**src/hdl/dme_pkg.sv**
```systemverilog
// Shared widths, constants and the controller-to-datapath command bundle
// for the data rate mantissa/exponent calculator. No dependencies.
`timescale 1ns / 1ps

package dme_pkg;

  localparam int unsigned RateW    = 20;              // requested data rate
  localparam int unsigned ClkW     = 26;              // reference clock in Hz
  localparam int unsigned DivW     = ClkW - 5;        // clock >> 5
  localparam int unsigned ManW     = 8;
  localparam int unsigned ExpW     = 4;
  localparam int unsigned ShW      = 5;               // shift amounts 8..23
  localparam int unsigned MaxShift = 23;
  localparam int unsigned DvdW     = RateW + MaxShift; // rate << 23 at most
  localparam int unsigned ProdW    = DivW + ManW + 1;  // (256 + m) * div
  localparam int unsigned CntW     = $clog2(DvdW);
  localparam int unsigned NumCand  = 3;
  localparam int unsigned CandW    = 2;

  localparam logic [ClkW-1:0] ClkReset = ClkW'(26000000);

  typedef struct packed {
    logic             load;      // capture the input rate
    logic             exp_en;    // pick the exponent
    logic             div_init;  // load dividend, clear remainder
    logic             div_step;  // one restoring division step
    logic             mul_en;    // form the candidate and its product
    logic             score_en;  // score the candidate, keep the best
    logic             out_load;  // move the result to the output register
    logic [CandW-1:0] cand;      // candidate index 0..2
  } dme_cmd_t;

endpackage

```
**src/hdl/dme_ctrl.sv**
```systemverilog
// Sequencer for the rate calculator: handshakes, step counting and the
// command bundle to the datapath. Depends on dme_pkg.
`timescale 1ns / 1ps

module dme_ctrl (
  input  logic              clk_i,
  input  logic              rst_ni,
  input  logic              in_valid_i,
  output logic              in_ready_o,
  output logic              out_valid_o,
  input  logic              out_ready_i,
  output dme_pkg::dme_cmd_t cmd_o
);
  import dme_pkg::*;

  typedef enum logic [6:0] {
    StIdle  = 7'b0000001,
    StExp   = 7'b0000010,
    StDivI  = 7'b0000100,
    StDiv   = 7'b0001000,
    StMul   = 7'b0010000,
    StScore = 7'b0100000,
    StOut   = 7'b1000000
  } state_e;

  state_e           state_q, state_d;
  logic [CntW-1:0]  cnt_q, cnt_d;
  logic [CandW-1:0] cand_q, cand_d;
  logic             valid_q, valid_d;

  always_comb begin
    state_d = state_q;
    cnt_d   = cnt_q;
    cand_d  = cand_q;
    cmd_o   = '0;
    cmd_o.cand = cand_q;
    unique case (state_q)
      StIdle: begin
        if (in_valid_i) begin
          cmd_o.load = 1'b1;
          state_d    = StExp;
        end
      end
      StExp: begin
        cmd_o.exp_en = 1'b1;
        state_d      = StDivI;
      end
      StDivI: begin
        cmd_o.div_init = 1'b1;
        cnt_d          = '0;
        state_d        = StDiv;
      end
      StDiv: begin
        cmd_o.div_step = 1'b1;
        cnt_d          = cnt_q + 1'b1;
        if (cnt_q == CntW'(DvdW - 1)) begin
          cand_d  = '0;
          state_d = StMul;
        end
      end
      StMul: begin
        cmd_o.mul_en = 1'b1;
        state_d      = StScore;
      end
      StScore: begin
        cmd_o.score_en = 1'b1;
        cand_d         = cand_q + 1'b1;
        state_d        = (cand_q == CandW'(NumCand - 1)) ? StOut : StMul;
      end
      StOut: begin
        // wait for the output register to free up
        if (!valid_q || out_ready_i) begin
          cmd_o.out_load = 1'b1;
          state_d        = StIdle;
        end
      end
      default: state_d = StIdle;
    endcase
  end

  always_comb begin
    valid_d = valid_q;
    if (cmd_o.out_load) begin
      valid_d = 1'b1;
    end else if (out_ready_i) begin
      valid_d = 1'b0;
    end
  end

  always_ff @(posedge clk_i or negedge rst_ni) begin
    if (!rst_ni) begin
      state_q <= StIdle;
      cnt_q   <= '0;
      cand_q  <= '0;
      valid_q <= 1'b0;
    end else begin
      state_q <= state_d;
      cnt_q   <= cnt_d;
      cand_q  <= cand_d;
      valid_q <= valid_d;
    end
  end

  assign in_ready_o  = (state_q == StIdle);
  assign out_valid_o = valid_q;

endmodule

```
**src/hdl/dme_dpath.sv**
```systemverilog
// Datapath of the rate calculator: clock register, exponent pick,
// bit-serial divider, candidate multiply and scoring. Depends on dme_pkg.
`timescale 1ns / 1ps

module dme_dpath (
  input  logic                       clk_i,
  input  logic                       rst_ni,
  input  dme_pkg::dme_cmd_t          cmd_i,
  input  logic                       cfg_we_i,
  input  logic [dme_pkg::ClkW-1:0]   cfg_wdata_i,
  input  logic [dme_pkg::RateW-1:0]  rate_i,
  output logic [dme_pkg::ManW-1:0]   man_o,
  output logic [dme_pkg::ExpW-1:0]   exp_o
);
  import dme_pkg::*;

  logic [ClkW-1:0]  clk_hz_q;
  logic [RateW-1:0] rate_q;
  logic [ExpW-1:0]  exp_q, exp_d;
  logic [DvdW-1:0]  rq_q;      // dividend shifting out, quotient shifting in
  logic [DivW-1:0]  rem_q;
  logic [ManW-1:0]  m_q, m_d, base;
  logic [ProdW-1:0] prod_q;
  logic [ManW-1:0]  best_man_q;
  logic [ProdW-1:0] best_score_q;
  logic [ManW-1:0]  out_man_q;
  logic [ExpW-1:0]  out_exp_q;

  logic [DivW-1:0]  div;
  logic [ShW-1:0]   sh;
  logic [DivW:0]    trial;
  logic             ge;
  logic [ProdW-1:0] approx, rate_w, score;

  assign div = clk_hz_q[ClkW-1:5];
  assign sh  = ShW'(MaxShift) - ShW'(exp_q);

  // largest exponent whose threshold the rate reaches
  always_comb begin
    exp_d = '0;
    for (int i = 1; i <= 15; i++) begin
      if ({{(ClkW-RateW){1'b0}}, rate_q} >= (clk_hz_q >> (20 - i))) begin
        exp_d = ExpW'(i);
      end
    end
  end

  assign trial = {rem_q, rq_q[DvdW-1]};
  assign ge    = (trial >= {1'b0, div});

  // quotient minus 256 keeps the low byte; below 256 (or zero divisor) clamps
  assign base = ((div != '0) && (rq_q[DvdW-1:ManW] != '0)) ? rq_q[ManW-1:0] : '0;
  assign m_d  = base + ManW'(cmd_i.cand) + {ManW{1'b1}};

  assign rate_w = ProdW'(rate_q);
  assign approx = prod_q >> sh;
  assign score  = (rate_w >= approx) ? (rate_w - approx) : (approx - rate_w);

  always_ff @(posedge clk_i or negedge rst_ni) begin
    if (!rst_ni) begin
      clk_hz_q <= ClkReset;
    end else if (cfg_we_i) begin
      clk_hz_q <= cfg_wdata_i;
    end
  end

  always_ff @(posedge clk_i) begin
    if (cmd_i.load) begin
      rate_q <= rate_i;
    end
    if (cmd_i.exp_en) begin
      exp_q <= exp_d;
    end
    if (cmd_i.div_init) begin
      rq_q  <= DvdW'(rate_q) << sh;
      rem_q <= '0;
    end else if (cmd_i.div_step) begin
      rem_q <= ge ? DivW'(trial - {1'b0, div}) : trial[DivW-1:0];
      rq_q  <= {rq_q[DvdW-2:0], ge};
    end
    if (cmd_i.mul_en) begin
      m_q    <= m_d;
      prod_q <= ProdW'({1'b1, m_d}) * ProdW'(div);
    end
    if (cmd_i.score_en) begin
      if ((cmd_i.cand == '0) || (score < best_score_q)) begin
        best_score_q <= score;
        best_man_q   <= m_q;
      end
    end
    if (cmd_i.out_load) begin
      out_man_q <= best_man_q;
      out_exp_q <= exp_q;
    end
  end

  assign man_o = out_man_q;
  assign exp_o = out_exp_q;

endmodule

```
**src/hdl/datarate_mantissa_exponent.sv**
```systemverilog
// Top level of the data rate mantissa/exponent calculator: stream ports,
// controller and datapath. Depends on dme_pkg, dme_ctrl and dme_dpath.
`timescale 1ns / 1ps

// Converts a requested data rate (bits/s) into the radio's 8-bit mantissa
// and 4-bit exponent for the reference clock held in the configuration
// register (reset value 26 MHz; write it only while no request is in
// flight). Each request yields one result. A request passes through the exponent
// pick, the 43-step restoring divider, which retires one quotient bit per cycle,
// and the three candidate mantissas through one shared multiplier; no new request
// is taken until its result has moved to the output register. The output register
// holds a finished result while the next request is accepted.

module datarate_mantissa_exponent (
  input  logic                      clk_i,
  input  logic                      rst_ni,
  // configuration: reference_clock_hz
  input  logic                      cfg_we_i,
  input  logic [dme_pkg::ClkW-1:0]  cfg_wdata_i,
  // input stream
  input  logic                      s_axis_tvalid_i,
  output logic                      s_axis_tready_o,
  input  logic [23:0]               s_axis_tdata_i,  // [19:0] data_rate, [23:20] zero
  // result stream
  output logic                      m_axis_tvalid_o,
  input  logic                      m_axis_tready_i,
  output logic [15:0]               m_axis_tdata_o   // [7:0] rate_mantissa,
                                                     // [11:8] rate_exponent, [15:12] zero
);
  import dme_pkg::*;

  dme_cmd_t        cmd;
  logic [ManW-1:0] man;
  logic [ExpW-1:0] expo;

  dme_ctrl u_ctrl (
    .clk_i       (clk_i),
    .rst_ni      (rst_ni),
    .in_valid_i  (s_axis_tvalid_i),
    .in_ready_o  (s_axis_tready_o),
    .out_valid_o (m_axis_tvalid_o),
    .out_ready_i (m_axis_tready_i),
    .cmd_o       (cmd)
  );

  dme_dpath u_dpath (
    .clk_i       (clk_i),
    .rst_ni      (rst_ni),
    .cmd_i       (cmd),
    .cfg_we_i    (cfg_we_i),
    .cfg_wdata_i (cfg_wdata_i),
    .rate_i      (s_axis_tdata_i[RateW-1:0]),
    .man_o       (man),
    .exp_o       (expo)
  );

  assign m_axis_tdata_o = {4'b0000, expo, man};

  // a request in work blocks further input transfers
  a_busy_after_accept: assert property (@(posedge clk_i) disable iff (!rst_ni)
    (s_axis_tvalid_i && s_axis_tready_o) |=> !s_axis_tready_o)
    else $error("input taken while a request is in work");

  // a new result never overwrites one that is still waiting
  a_no_overwrite: assert property (@(posedge clk_i) disable iff (!rst_ni)
    cmd.out_load |-> (!m_axis_tvalid_o || m_axis_tready_i))
    else $error("pending result overwritten");

  // a loaded result is offered in the following cycle
  a_valid_after_load: assert property (@(posedge clk_i) disable iff (!rst_ni)
    cmd.out_load |=> m_axis_tvalid_o)
    else $error("result loaded but not offered");

  // datapath steps are never commanded while idle and accepting
  a_idle_quiet: assert property (@(posedge clk_i) disable iff (!rst_ni)
    s_axis_tready_o |-> !(cmd.div_step || cmd.mul_en || cmd.score_en))
    else $error("datapath active while idle");

endmodule
```
**config.mk**
```make
export PLATFORM = sky130hd
export DESIGN_NAME = datarate_mantissa_exponent
export DESIGN_NICKNAME = d
export VERILOG_FILES = /design/src/hdl/dme_pkg.sv /design/src/hdl/dme_ctrl.sv /design/src/hdl/dme_dpath.sv /design/src/hdl/datarate_mantissa_exponent.sv
export SDC_FILE = /design/constraint.sdc
export NUM_CORES = 1
export LEC_CHECK = 0
export ABC_CLOCK_PERIOD_IN_PS = 13800
export BUFFER_PORTS_ARGS = -buffer_cell sky130_fd_sc_hd__buf_2
export CAP_MARGIN = 20
export CORE_ASPECT_RATIO = 1.1
export CORE_MARGIN = 2
export CORE_UTILIZATION = 45
export CTS_BUF_LIST = sky130_fd_sc_hd__clkbuf_8
export DETAILED_ROUTE_END_ITERATION = 6
export PLACE_DENSITY = 0.68
export SLEW_MARGIN = 20
export SYNTH_ARGS = -nofsm -noshare
export SYNTH_HDL_FRONTEND = slang
export SYNTH_SLANG_ARGS = --single-unit
export TNS_END_PERCENT = 50
```
**constraint.sdc**
```tcl
create_clock -name clk_i -period 13.8 [get_ports clk_i]
set_input_delay 1.38 -clock clk_i [delete_from_list [all_inputs] [get_ports clk_i]]
set_output_delay 1.38 -clock clk_i [all_outputs]
set_load 0.1 [all_outputs]
```
==> run summary, run 1 <==
Clock Sinks: 205
CP max FO: 22
Min-delay src: u_dpath.best_man_q[6]
Clock Pin Slew Worst Setup and Hold Paths: 60 ps
Antenna Nets Post-Route: 0
Post-synth EDFFs: 147
Reg2Reg Depth: 34
Vias: 19400
Kind of critical path: reg2reg
Pwr dens: 192 nW/um2
Final instance area: 25300 um2
Register bit total from synthesis: 205
# hold bufs at CTS: 0
Slew Limit Fails: 0
Relative slew slack: 25.5%
Worst-margin pin slew: 1120 ps
Worst vdd ir: 228 uV
Async S/R FF share, synth: 18.0%
# H-tree levels: 2
Status: finished clean
IO buf count: 59
Worst reg-to-reg setup slack: 4950 ps
Pleak: 11.8 nW
Slowest-stage cell, CP: dfstp_2
Setup violators final: 0
Starting Density: 45.6%
Die X: 221 um
Final period utilization: 64.1%
Synth-to-layout area growth: 8.02%
WHS Path Cells: 0
Share of layout cells above drive strength 1: 7.97%
Number of global-route vias before repair: 20300
Die Span Y: 243 um
Unrepaired setup endpoints after global routing: no
Routed WL per cell: 20.0 um
Die area: 53800 um2
Initial drt markers: 1351
Setup_tns: 0 ps
Register area share after synthesis: 24.7%
Hold Path End: u_dpath.man_o[6]
GR Overflow Total: 0
Max clock buf depth: 3
CTS Buf Count: 39
Skew-Pair Late Insertion Delay: 610 ps
Filler instances: 4794
First-pass GRT wire length: 107000 um
Cell area after synthesis: 23400 um2
Post-CTS Resized: 0
Required time worst endpoint: 14120 ps
Max_cap viols: 0
Clk root buf: clkbuf_8
Class of the worst hold path: reg2reg
Cell variety after synth: 84
Post-Syn Area per Cell: 9.03 um2
Buf/Inv on CP: 6
CTS tree: yes
Worst Skew: 47.0 ps
Hpwl dp: 49000 um
Drt via density: 5.84
CP Capture Type: flop
Worst R2R Start: u_dpath.clk_hz_q[13]
Reg2reg end: u_dpath.prod_q[26]
Post-Route WL: 66500 um
Worst EP arrival: 9170 ps
Nets: 3179
CP Launch Type: flop
Number of antenna violations at the first check in global routing: 2
DP Area: 24400 um2
Pin count of the biggest net entering global routing: 63
Max incr delay on CP: 690 ps
Fin crit period: 8850 ps
DRT Pass-1 Iters: 5
Drc violations: 0
Final Hold Vio Count: 0
Synth Instances: 2592
Warnings from Yosys: 0
Fmax: 113 MHz
Synth Flop Type: edfxtp_1
FP Rows: 87
GPL Wtd Cong: 0.897
Core area: 51300 um2
CP top delay family: adder cells
Boundary Pins: 73
Setup Fix Bufs, Post-CTS: 0
GRT Total Usage: 24.8%
-- cells in the final DEF (no fill, tap or decap), types with 12 or more instances in the layout --
cell type and n:
a211oi_1 22, a21o_1 72, a21oi_1 170, a31oi_1 17, and2_1 83, buf_2 59
buf_4 42, clkbuf_8 43, dfrtp_1 26, dfxtp_1 21, edfxtp_1 147, fa_1 137
ha_1 357, inv_1 320, mux2_2 16, mux2i_1 56, nand2_1 294, nand2b_1 28
nand3_1 36, nand4_1 33, nor2_1 104, nor2b_1 36, nor3_1 35, nor4_1 17
o211ai_1 19, o21a_1 26, o21ai_0 166, o21bai_1 13, o31ai_1 12, xnor2_1 28
xor2_1 29
-- cells in the mapped netlist, types with 29 or more instances --
cell / n / share of area, %
a21o_1: 72 / 2.3
a21oi_1: 170 / 3.6
and2_1: 83 / 2.2
clkbuf_1: 79 / 1.3
edfxtp_1: 147 / 19
fa_1: 137 / 12
ha_1: 357 / 19
inv_1: 311 / 5.0
mux2i_1: 56 / 2.4
nand2_1: 294 / 4.7
nand3_1: 36 / 0.77
nand4_1: 33 / 0.88
nor2_1: 104 / 1.7
nor2b_1: 36 / 0.96
nor3_1: 35 / 0.75
o21ai_0: 166 / 3.6
xor2_1: 29 / 1.1
-- layout make-up --
type | count | area (um2) | area share [%]
timing repair buffer | 101 | 611 | 2.42
clock inverter | 27 | 230 | 0.911
multi-input combinational | 1971 | 16100 | 63.5
inverter | 312 | 1170 | 4.63
tap | 667 | 835 | 3.30
antenna | 1 | 2.50 | 0.00990
clock buffer | 43 | 592 | 2.34
sequential | 205 | 5770 | 22.8
-- metrics by stage --
stage | util (%) | instances | total power [mW] | hold WS, ps | setup WS (ps)
after floorplan | - | 2595 | 3.32 | 400 | 4300
after global placement | 47.7 | 3256 | 4.06 | 401 | 5090
after detailed placement | 47.7 | 3256 | 4.19 | 406 | 5010
after CTS | 49.3 | 3326 | 4.87 | 420 | 4940
after global routing | 49.3 | 3327 | 5.36 | 425 | 4330
final | 49.3 | 3327 | 4.87 | 421 | 4950
-- power by group --
part           total [mW]  internal [mW]  switching (mW)
combinational        3.29           1.32            1.98
sequential          0.928          0.849          0.0786
clock               0.645          0.364           0.281
-- cell families after synthesis --
family | count (synthesis) | synth area share (%)
simple gates | 730 | 15.4
compound gates | 609 | 16.4
fa+ha+maj | 494 | 30.8
buf+inv | 419 | 6.88
flops | 205 | 24.7
mux | 77 | 3.65
xor+xnor | 57 | 2.13
other cells | 1 | 0.0160
-- worst reg2reg max path, delay by kind of cell, from the launching register on --
kind | cells | cell delay (ps)
AOI/OAI and AO/OA | 11 | 2120
xor gates and xnor gates | 2 | 260
adders and majority gates | 8 | 3370
buffers and inverters | 6 | 930
DFF | 1 | 690
and+or+nand+nor | 7 | 1200
-- worst max-delay path by stage --
stage | slack, ps | startpoint | cells past startpoint | endpoint
floorplan | 4300 | u_dpath.exp_q[1] | 29 | u_dpath.best_man_q[0]
global placement | 5090 | u_dpath.clk_hz_q[13] | 34 | u_dpath.prod_q[29]
detailed placement | 5010 | u_dpath.clk_hz_q[13] | 34 | u_dpath.prod_q[26]
CTS | 4940 | u_dpath.clk_hz_q[13] | 34 | u_dpath.prod_q[26]
global route | 4330 | u_dpath.clk_hz_q[13] | 33 | u_dpath.prod_q[29]
finish | 4950 | u_dpath.clk_hz_q[13] | 34 | u_dpath.prod_q[26]
-- registers in the layout, indices dropped and copies added (netlist names), 4 cells and up --
signal / flops
u_dpath.clk_hz_q: 21
u_dpath.rq_q: 43
u_dpath.best_score_q: 30
u_dpath.best_man_q: 8
u_dpath.prod_q: 22
u_dpath.m_q: 8
u_dpath.exp_o: 4
u_dpath.exp_q: 4
u_dpath.rate_q: 20
u_dpath.rem_q: 21
u_ctrl.state_q: 7
u_dpath.man_o: 8
u_ctrl.cnt_q: 6
-- layer usage --
layer,track usage (%),part of all wire (%)
met1,30.8,42
met2,42.3,48
met3,2.99,5.4
met4,12.6,4.8
met5,0,0
Note: power is estimated with default switching activity, not from simulation.
==> run 2: changes to the inputs <==
ABC_AREA = 1   (was default)
ABC_CLOCK_PERIOD_IN_PS = 9200   (was 13800)
clock period = 9.2 ns   (was 13.8 ns; I/O delays follow)
==> run summary, run 2 <==
Status: finished clean
Slew Limit Fails: 0
Die area: 55700 um2
Synth Instances: 3150
WHS Path Cells: 0
Reg2Reg Depth: 37
Reg2reg end: u_dpath.prod_q[26]
Clock Sinks: 205
Pleak: 13.2 nW
Hpwl dp: 52400 um
Worst EP arrival: 8590 ps
Clk root buf: clkbuf_8
First-pass GRT wire length: 110000 um
Top cells by area, synth: ha_1 (18%), edfxtp_1 (18%), fa_1 (11%)
Most numerous cell in the Yosys netlist: nand2_1
Fin worst setup slack: 971 ps
Most frequent cells in the layout: nand2_1 (670), inv_1 (538), ha_1 (357)
Comb pwr share: 74.4%
Fin crit period: 8230 ps
Register bit total from synthesis: 205
Clock power share: 11.0%
Unrepaired setup endpoints after global routing: no
Worst reg-to-reg setup slack: 970 ps
Relative slew slack: 29.4%
Pin count of the biggest net entering global routing: 60
Clock Pin Slew Worst Setup and Hold Paths: 60 ps
Post-synth EDFFs: 147
Drt via density: 5.40
CTS Buf Count: 40
CTS tree: yes
Async S/R FF share, synth: 18.0%
Share of layout cells above drive strength 1: 7.13%
GPL Wtd Cong: 0.967
Class of the worst hold path: reg2reg
Die X: 225 um
Nets: 3783
Synth-to-layout area growth: 9.40%
Min-delay src: u_dpath.m_q[0]
Cell variety after synth: 57
Max incr delay on CP: 550 ps
Pint: 4.92 mW
GRT Total Usage: 25.3%
Hold Path End: u_dpath.best_man_q[0]
Slowest-stage cell, CP: fa_1
Cell mode on critical path: nand2_1
Initial drt markers: 1550
Worst Skew: 36.9 ps
GR Overflow Total: 0
Top cell type's share of synthesized area: 18.4%
Commonest cells in the netlist: nand2_1 (670), inv_1 (535), ha_1 (357), nor2_1 (255), o21ai_0 (248)
Vias: 21300
Required time worst endpoint: 9560 ps
Die Span Y: 247 um
Reg power frac: 14.5%
Warnings from Yosys: 0
Worst vdd ir: 424 uV
Boundary Pins: 73
Number of antenna violations at the first check in global routing: 1
DRT Pass-1 Iters: 6
Post-Syn Area per Cell: 7.69 um2
Switch share: 53.2%
IO buf count: 59
Max_cap viols: 0
Max clock buf depth: 3
Largest regs: u_dpath.rq_q x43, u_dpath.best_score_q x30, u_dpath.prod_q x22
Hold WS: 419 ps
Max reg flops: 43
Kind of critical path: reg2reg
Net Switching: 5.61 mW
Biggest register: u_dpath.rq_q
Number of global-route vias before repair: 20900
Skew-Pair Late Insertion Delay: 630 ps
Most area-hungry cell type in the Yosys netlist: ha_1
CP Capture Type: flop
Non-filler instance count after layout: 3949
Synth Flop Type: edfxtp_1
Register area share after synthesis: 23.8%
CP max FO: 15
Setup violators final: 0
Setup_tns: 0 ps
Filler instances: 5290
Fmax: 122 MHz
FP Rows: 89
Worst R2R Start: u_dpath.clk_hz_q[6]
# hold bufs at CTS: 0
Antenna Nets Post-Route: 0
Routed WL per cell: 17.5 um
# H-tree levels: 2
Worst-margin pin slew: 1050 ps
CP Launch Type: flop
DP Cell Count: 3874
Cell area after synthesis: 24200 um2
Core area: 53500 um2
Post-Route WL: 69000 um
Setup Fix Bufs, Post-CTS: 0
Final period utilization: 89.5%
Pre-CTS WS: 1160 ps
Final Hold Vio Count: 0
Commonest non-fill, non-tap cell in the layout: nand2_1
Post-CTS Resized: 0
Drc violations: 0
Starting Density: 45.3%
Pwr dens: 397 nW/um2
run 2: cell types whose count changed after synthesis, sizes merged, moves of 23 or more:
cell	delta
a21oi	+64
xor2	+23
nand2	+386
nand3	+37
nor2	+154
clkbuf	-29
mux2i	-26
inv	+235
nand2b	-28
o21ai	+83
and2	-79
nor2b	-36
a21o	-66
run 2: worst max path at each step:
stage                          from                  to  slack (ps)  cells after the start
6_report        u_dpath.clk_hz_q[6]  u_dpath.prod_q[26]         970                     37
5_1_grt         u_dpath.clk_hz_q[6]  u_dpath.prod_q[26]         450                     37
4_1_cts         u_dpath.clk_hz_q[6]  u_dpath.prod_q[26]        1140                     37
3_5_place_dp    u_dpath.clk_hz_q[6]  u_dpath.prod_q[26]        1160                     37
3_3_place_gp    u_dpath.clk_hz_q[6]  u_dpath.prod_q[26]        1310                     37
2_1_floorplan  u_dpath.clk_hz_q[22]  u_dpath.prod_q[25]        2070                     37
run 2: area by class of cell:
type	count	area, um2	area share, %
Sequential cell	205	5770	21.8
Tap cell	682	853	3.22
Timing Repair Buffer	110	691	2.61
Clock inverter	24	317	1.19
Multi-Input combinational cell	2328	16100	60.8
Antenna cell	1	2.50	0.00944
Inverter	549	2060	7.77
Clock buffer	50	688	2.60
run 2: through the flow:
step	power [mW]	utilization, %	instance area, um2
detailed placement	9.29	47.7	25500
floorplan	7.36	-	24200
global placement	9.15	47.7	25500
global route	11.7	49.6	26500
finish	10.5	49.6	26500
CTS	10.5	49.6	26500
run 2: worst max-delay path: cells and delay by family (launching register included):
kind	cells	cell delay (ps)
AOI/OAI and AO/OA	6	1120
xor gates and xnor gates	1	150
adders and majority gates	8	3260
buffers and inverters	7	1210
DFF	1	380
and+or+nand+nor	15	1830
run 2: power groups by stage:
stage | clock network, mW | registers, mW | logic (mW)
CTS | 1.19 | 1.53 | 7.78
global route | 1.22 | 1.54 | 8.98
floorplan | 0 | 1.55 | 5.81
global placement | 0 | 1.55 | 7.61
detailed placement | 0 | 1.55 | 7.75
finish | 1.16 | 1.53 | 7.84
run 2: cells by family (layout without fill, tap and decap cells):
family	after synthesis	in the layout	synth area share, %
and+or+nand+nor	1130	1130	19.2
buffers and inverters	620	733	9.80
muxes	30	30	1.24
adders and majority gates	494	494	29.7
xor gates and xnor gates	67	67	2.42
AOI/OAI and AO/OA	603	603	13.7
other	1	5	0.0155
DFF	205	205	23.8
run 2: metal layers:
metal	vias up	GRT usage (%)	part of all wire (%)
met1	9932	32.5	44
li1	10600	-	-
met4	0	12.7	5.4
met2	652	41.2	45
met3	178	4.13	6.0
met5	-	0	0
